===== config.mk =====
export PLATFORM = sky130hd
export DESIGN_NAME = rrse_walk_seq
export DESIGN_NICKNAME = d
export VERILOG_FILES = /design/src/rtl/core/rrse_pkg.sv /design/src/rtl/core/rrse_filter_unit.sv /design/src/rtl/core/rrse_walk_seq.sv
export SDC_FILE = /design/constraint.sdc
export NUM_CORES = 1
export LEC_CHECK = 0
export ABC_AREA = 1
export BUFFER_PORTS_ARGS = -buffer_cell sky130_fd_sc_hd__buf_2
export CAP_MARGIN = 20
export CELL_PAD_IN_SITES_DETAIL_PLACEMENT = 0
export CELL_PAD_IN_SITES_GLOBAL_PLACEMENT = 1
export CORE_ASPECT_RATIO = 1.4
export CORE_MARGIN = 2
export CORE_UTILIZATION = 37
export CTS_BUF_LIST = sky130_fd_sc_hd__clkbuf_4
export CTS_CLUSTER_SIZE = 8
export DETAILED_ROUTE_END_ITERATION = 8
export PLACE_DENSITY = 0.87
export SYNTH_ARGS = -nofsm -noshare
export SYNTH_HDL_FRONTEND = slang
export SYNTH_SLANG_ARGS = --single-unit

===== constraint.sdc =====
create_clock -name clk -period 1.8 [get_ports clk]
set_input_delay 0.36 -clock clk [delete_from_list [all_inputs] [get_ports clk]]
set_output_delay 0.36 -clock clk [all_outputs]
set_load 0.01 [all_outputs]

===== src/rtl/core/rrse_pkg.sv =====
// Package for the row recursive smoothing engine: sizes, codes, transaction
// and control structs, dimension clamping. No dependencies.
package rrse_pkg;

	localparam int MAX_WIDTH  = 256;
	localparam int MAX_HEIGHT = 256;

	localparam int IDX_W   = 16;                                // pixel_index field
	localparam int CFG_W   = 9;                                 // widest register
	localparam int PASS_W  = 8;
	localparam int PIX_W   = 24;
	localparam int DEPTH   = MAX_WIDTH * MAX_HEIGHT;
	localparam int ADDR_W  = $clog2(DEPTH);
	localparam int WD_W    = $clog2(MAX_WIDTH + 1);
	localparam int HT_W    = $clog2(MAX_HEIGHT + 1);
	localparam int COL_W   = $clog2(MAX_WIDTH);
	localparam int SIZE_W  = WD_W + HT_W;
	localparam int CMP_W   = (SIZE_W > IDX_W) ? SIZE_W : IDX_W;

	localparam logic [1:0] OP_WRITE = 2'd0;
	localparam logic [1:0] OP_RUN   = 2'd1;
	localparam logic [1:0] OP_READ  = 2'd2;

	localparam logic [1:0] CFG_WIDTH  = 2'd0;
	localparam logic [1:0] CFG_HEIGHT = 2'd1;
	localparam logic [1:0] CFG_PASSES = 2'd2;
	localparam logic [1:0] CFG_MODE   = 2'd3;

	typedef struct packed {
		logic [1:0]       operation;
		logic [IDX_W-1:0] pixel_index;
		logic [7:0]       red_in;
		logic [7:0]       green_in;
		logic [7:0]       blue_in;
	} in_item_t;

	typedef struct packed {
		logic [7:0] red_out;
		logic [7:0] green_out;
		logic [7:0] blue_out;
		logic       passes_done;
		logic       index_bad;
	} out_item_t;

	typedef struct packed {
		logic [ADDR_W-1:0] last_idx;
		logic [COL_W-1:0]  last_col;
		logic [PASS_W-1:0] passes;
		logic              glitch;
	} walk_cfg_t;

	typedef struct packed {
		logic              busy;
		logic              done;
		logic [ADDR_W-1:0] rd_addr;
		logic              wr_en;
		logic [ADDR_W-1:0] wr_addr;
		logic [PIX_W-1:0]  wr_data;
	} walk_ctrl_t;

	function automatic logic [WD_W-1:0] clamp_width(input logic [CFG_W-1:0] v);
		logic [WD_W-1:0] r;
		if (v == '0)
			r = WD_W'(1);
		else if (int'(v) > MAX_WIDTH)
			r = WD_W'(MAX_WIDTH);
		else
			r = WD_W'(v);
		return r;
	endfunction

	function automatic logic [HT_W-1:0] clamp_height(input logic [CFG_W-1:0] v);
		logic [HT_W-1:0] r;
		if (v == '0)
			r = HT_W'(1);
		else if (int'(v) > MAX_HEIGHT)
			r = HT_W'(MAX_HEIGHT);
		else
			r = HT_W'(v);
		return r;
	endfunction

endpackage


===== src/rtl/core/rrse_filter_unit.sv =====
// Per-pixel filter of the pass sequencer: combines one stored pixel with its left neighbour.
// Depends on rrse_pkg.
module rrse_filter_unit import rrse_pkg::*; (
	input  logic [PIX_W-1:0] own,
	input  logic [PIX_W-1:0] left,
	input  logic             glitch,
	output logic [PIX_W-1:0] result
);

	always_comb begin
		logic [7:0] a;
		logic [7:0] b;
		logic [8:0] sum;
		result = '0;
		for (int c = 0; c < 3; c++) begin
			a   = own[c*8 +: 8];
			b   = left[c*8 +: 8];
			sum = {1'b0, a} + {1'b0, b};
			// glitch: add half the neighbour and wrap; smooth: floor average
			result[c*8 +: 8] = glitch ? (a + {1'b0, b[7:1]}) : sum[8:1];
		end
	end

endmodule


===== src/rtl/core/rrse_walk_seq.sv =====
// Pass sequencer: streams the frame through the filter unit in raster order.
// Depends on rrse_pkg and rrse_filter_unit.
module rrse_walk_seq import rrse_pkg::*; (
	input  logic             clk,
	input  logic             arst_n,
	input  logic             run,
	input  walk_cfg_t        cfg,
	input  logic [PIX_W-1:0] rdata,
	output walk_ctrl_t       ctrl
);

	typedef enum logic [2:0] {
		S_IDLE  = 3'b001,
		S_WALK  = 3'b010,
		S_DRAIN = 3'b100
	} state_t;

	state_t            state_q;
	logic [ADDR_W-1:0] rd_pos_q;
	logic [COL_W-1:0]  col_q;
	logic [PASS_W-1:0] pass_q;
	logic [PIX_W-1:0]  left_q;
	logic              vld_s1;
	logic              col0_s1;
	logic [ADDR_W-1:0] addr_s1;
	logic [PIX_W-1:0]  filt;

	rrse_filter_unit u_filter (
		.own    (rdata),
		.left   (left_q),
		.glitch (cfg.glitch),
		.result (filt)
	);

	always_ff @(posedge clk or negedge arst_n) begin
		if (!arst_n) begin
			state_q  <= S_IDLE;
			rd_pos_q <= '0;
			col_q    <= '0;
			pass_q   <= '0;
			vld_s1   <= 1'b0;
		end else begin
			vld_s1 <= (state_q == S_WALK);
			case (state_q)
				S_IDLE: begin
					if (run) begin
						rd_pos_q <= '0;
						col_q    <= '0;
						pass_q   <= '0;
						state_q  <= S_WALK;
					end
				end
				S_WALK: begin
					if (rd_pos_q == cfg.last_idx) begin
						rd_pos_q <= '0;
						col_q    <= '0;
						if (pass_q == cfg.passes - PASS_W'(1))
							state_q <= S_DRAIN;
						else
							pass_q <= pass_q + PASS_W'(1);
					end else begin
						rd_pos_q <= rd_pos_q + ADDR_W'(1);
						col_q    <= (col_q == cfg.last_col) ? '0 : col_q + COL_W'(1);
					end
				end
				S_DRAIN: state_q <= S_IDLE;
				default: state_q <= S_IDLE;
			endcase
		end
	end

	// column 0 seeds the neighbour, every other column is updated in place
	always_ff @(posedge clk) begin
		col0_s1 <= (col_q == '0);
		addr_s1 <= rd_pos_q;
		if (vld_s1)
			left_q <= col0_s1 ? rdata : filt;
	end

	always_comb begin
		ctrl.busy    = (state_q != S_IDLE);
		ctrl.done    = (state_q == S_DRAIN);
		ctrl.rd_addr = rd_pos_q;
		ctrl.wr_en   = vld_s1 && !col0_s1;
		ctrl.wr_addr = addr_s1;
		ctrl.wr_data = filt;
	end

endmodule


==> results.cfg <==
[worst_setup_path]
worstPathRequired_ps = 1440
critPathMaxFanout = 3
slowest_stage = edfxtp_1
cp_num_buf_inv = 3
crit_type = flip-flop to output port
slowest_delay_ps = 430
r2r_slack_ps = -260
crit_chain = ha_2 > inv_2 > fa_2 > inv_2 > nand4_1 > nand3_2 > a21oi_2 > o21ai_2 > o21ai_2 > buf_2
startpoint_type = flip-flop
timing.rr.end = left_q[14]$_DFFE_PP_
critPathCaptureType = output port
rr_startpoint = left_q[9]$_DFFE_PP_
crit_arrival_ps = 2210
worst-path-stages = 10
r2r_cells = 12
startpoint = left_q[9]$_DFFE_PP_
critical-path-top-delay-family = adder cells
crit_end = ctrl[14]

[synth]
ys_warn_count = 0
synth-seq-cells = 77
async_reset_ff_frac = 0.468
synthFlopType = dfrtp_1
synth_fp_nets = 940
avgSynthCellArea_sq_um = 7.29
syn_inst = 827
synth_edf_count = 24
synth-seq-area-share = 0.326
synth_cell_types = 43
syn_area_sq_mm = 0.00603

[timing]
maxSlewHeadroom = 0.715
min_period_over_period = 1.43
finalClockSkew_ps = 18.8
hold_viol = 0
rsz0062_at_grt = true
period_needed_ps = 2570
setup_viol = 40
fin_setup_tns_ps = -17090
report.final.slew_viol_count = 0
worst_slack_ps = -770
max_freq_ghz = 0.389
tightest_slew_ps = 425

[final_layout]
instances_no_fill = 1304
drive_gt1_frac = 0.439
fin_nets = 1211
fin_util = 0.570
area_delta_synth_final_pct = 51.6
final_common_cell = nand2_1
seqCellArea_sq_mm = 0.00197
multi_input_area_sq_mm = 0.00452
n_fill_cell = 1454
mostFrequentLayoutCells = 199 x nand2_1, 138 x buf_4, 116 x buf_2

[clock_tree]
h-tree-depth = 3
clock_sinks = 77
clock_tree.buffer_depth = 2
cts_buffers = 9
cts.reportedPaths.clkPinSlew_ps = 120
cts_tree = yes
cts-root-buf = clkbuf_4
insertion_delay_ps = 470

[die]
ios = 119
start_util = 0.376
core-area_sq_mm = 0.0160
die_height_microns = 155
rows = 55
die_area_sq_mm = 0.0173
die_x_microns = 112

[placement]
place_congestion = 0.869
dp_hpwl_microns = 13600
numPortBuffers = 118
preCtsSetupSlack_ps = -396
place_inst = 1247

[global_routing]
grt_start_max_net_pins = 31
antenna_found_initial = 3
grt-ovfl-total = 0
grt_use_total = 0.213
grt_pass1_vias = 6616
grt_pass1_wl_microns = 30200

[detailed_routing]
drt_wl_total_microns = 19000
vias_per_cell = 5.09
antenna_left = 0
dr.pass1.iters = 4
drc_errors = 0
drt_iter0_markers = 281
wl_per_cell_microns = 14.6
vias = 6633

[power_and_ir_drop]
p_per_area_mw_per_mm2 = 982
leakage_nw = 4.46
power_mw = 8.97
peakVddDrop_uv = 617

[run_status]
violations = setup timing
status = finished, violations left

[hold_path]
hold_path_class = primary input to flip-flop

[job]
cap_violations = 0
[through the flow]
stage / hold WS, ps / cell area (sq um)
floorplan: 64.4 / 6060
global route: 172 / 9130
finish: 175 / 9140
global placement: 317 / 7780
CTS: 109 / 8400
detailed placement: 325 / 7780
[layout make-up]
type | count | share of cell area
Clock buffer | 11 | 0.00904
Tap cell | 199 | 0.0273
Multi-Input combinational cell | 636 | 0.495
Antenna cell | 2 | 0.000548
Sequential cell | 77 | 0.215
Clock inverter | 5 | 0.00301
Inverter | 97 | 0.0407
Timing Repair Buffer | 277 | 0.209
[repair_timing]
item	in CTS	in global routing
setup buffers	27	20
endpoints found under the setup margin	58	68
pin swaps	41	68
hold buffers	1	0
gates resized for setup	89	129
hold endpoints to repair	14	0
[worst min-delay path by stage]
| stage | startpoint | end | cells past startpoint |
|---|---|---|---|
| after floorplan | arst_n | col_q[0]$_DFFE_PN0P_ | 0 |
| after global placement | arst_n | pass_q[7]$_DFFE_PN0P_ | 1 |
| after detailed placement | arst_n | pass_q[7]$_DFFE_PN0P_ | 1 |
| after CTS | run | state_q[1]$_DFFE_PN0P_ | 3 |
| after global routing | run | state_q[1]$_DFFE_PN0P_ | 3 |
| final | run | state_q[1]$_DFFE_PN0P_ | 3 |
[worst register-to-register path, cell delays in order (launching register included)]
cell	delay, ps
edfxtp_1	430
ha_2	220
inv_2	50
fa_2	380
inv_2	90
nand4_1	100
nand3_2	120
a21oi_2	60
o21ai_2	80
o21ai_2	90
buf_4	140
nand2_2	50
nand2_1	50
[metal layers]
| metal | global-route usage | up-vias | routed length (microns) | share of wire |
|---|---|---|---|---|
| met5 | 0 | - | 13 | 0.00068 |
| met4 | 0.0847 | 2 | 558 | 0.029 |
| met3 | 0.0358 | 41 | 788 | 0.041 |
| met2 | 0.399 | 160 | 10100 | 0.53 |
| met1 | 0.237 | 3113 | 7560 | 0.40 |
| li1 | - | 3317 | - | - |
[kinds of logic (layout without fill, tap and decap cells)]
| kind of cell | after synthesis | after routing | share of synthesized area |
|---|---|---|---|
| DFF | 77 | 77 | 0.326 |
| and+or+nand+nor | 398 | 398 | 0.290 |
| xor gates and xnor gates | 44 | 44 | 0.0639 |
| other | 0 | 2 | 0 |
| adders and majority gates | 53 | 53 | 0.117 |
| AOI/OAI and AO/OA | 141 | 141 | 0.130 |
| buffers and inverters | 114 | 390 | 0.0737 |
[flip-flops by register name, summed over array words and instances (netlist names)]
signal,flops
col_q,8
left_q,24
addr_s1,16
pass_q,8
col0_s1,1
rd_pos_q,16
state_q,3
vld_s1,1
[cell usage after synthesis, types with 6 or more instances]
cell type  count  area (sq um)
nor2_1        57           214
fa_1           6           120
ha_1          47           588
nand2_1      230           863
nor3_1         9          45.0
inv_1         91           342
edfxtp_1      24           721
a31oi_1       15          93.8
nand3_1       54           270
xnor2_1       13           114
xor2_1        31           272
o22ai_1       12          75.1
dfxtp_1       17           340
a21oi_1       30           150
clkbuf_1      12          45.0
o21ai_0       66           330
a21o_1         9          67.6
nand4_1       23           144
dfrtp_1       35           876
[power breakdown]
part	leakage (nW)	total [mW]	switching, mW	internal, mW
Combinational	3.54	5.61	3.02	2.59
Clock	0.0680	0.979	0.672	0.307
Sequential	0.846	2.38	0.216	2.16
Total	4.46	8.97	3.91	5.06
Power figures use the tool's default switching activity.
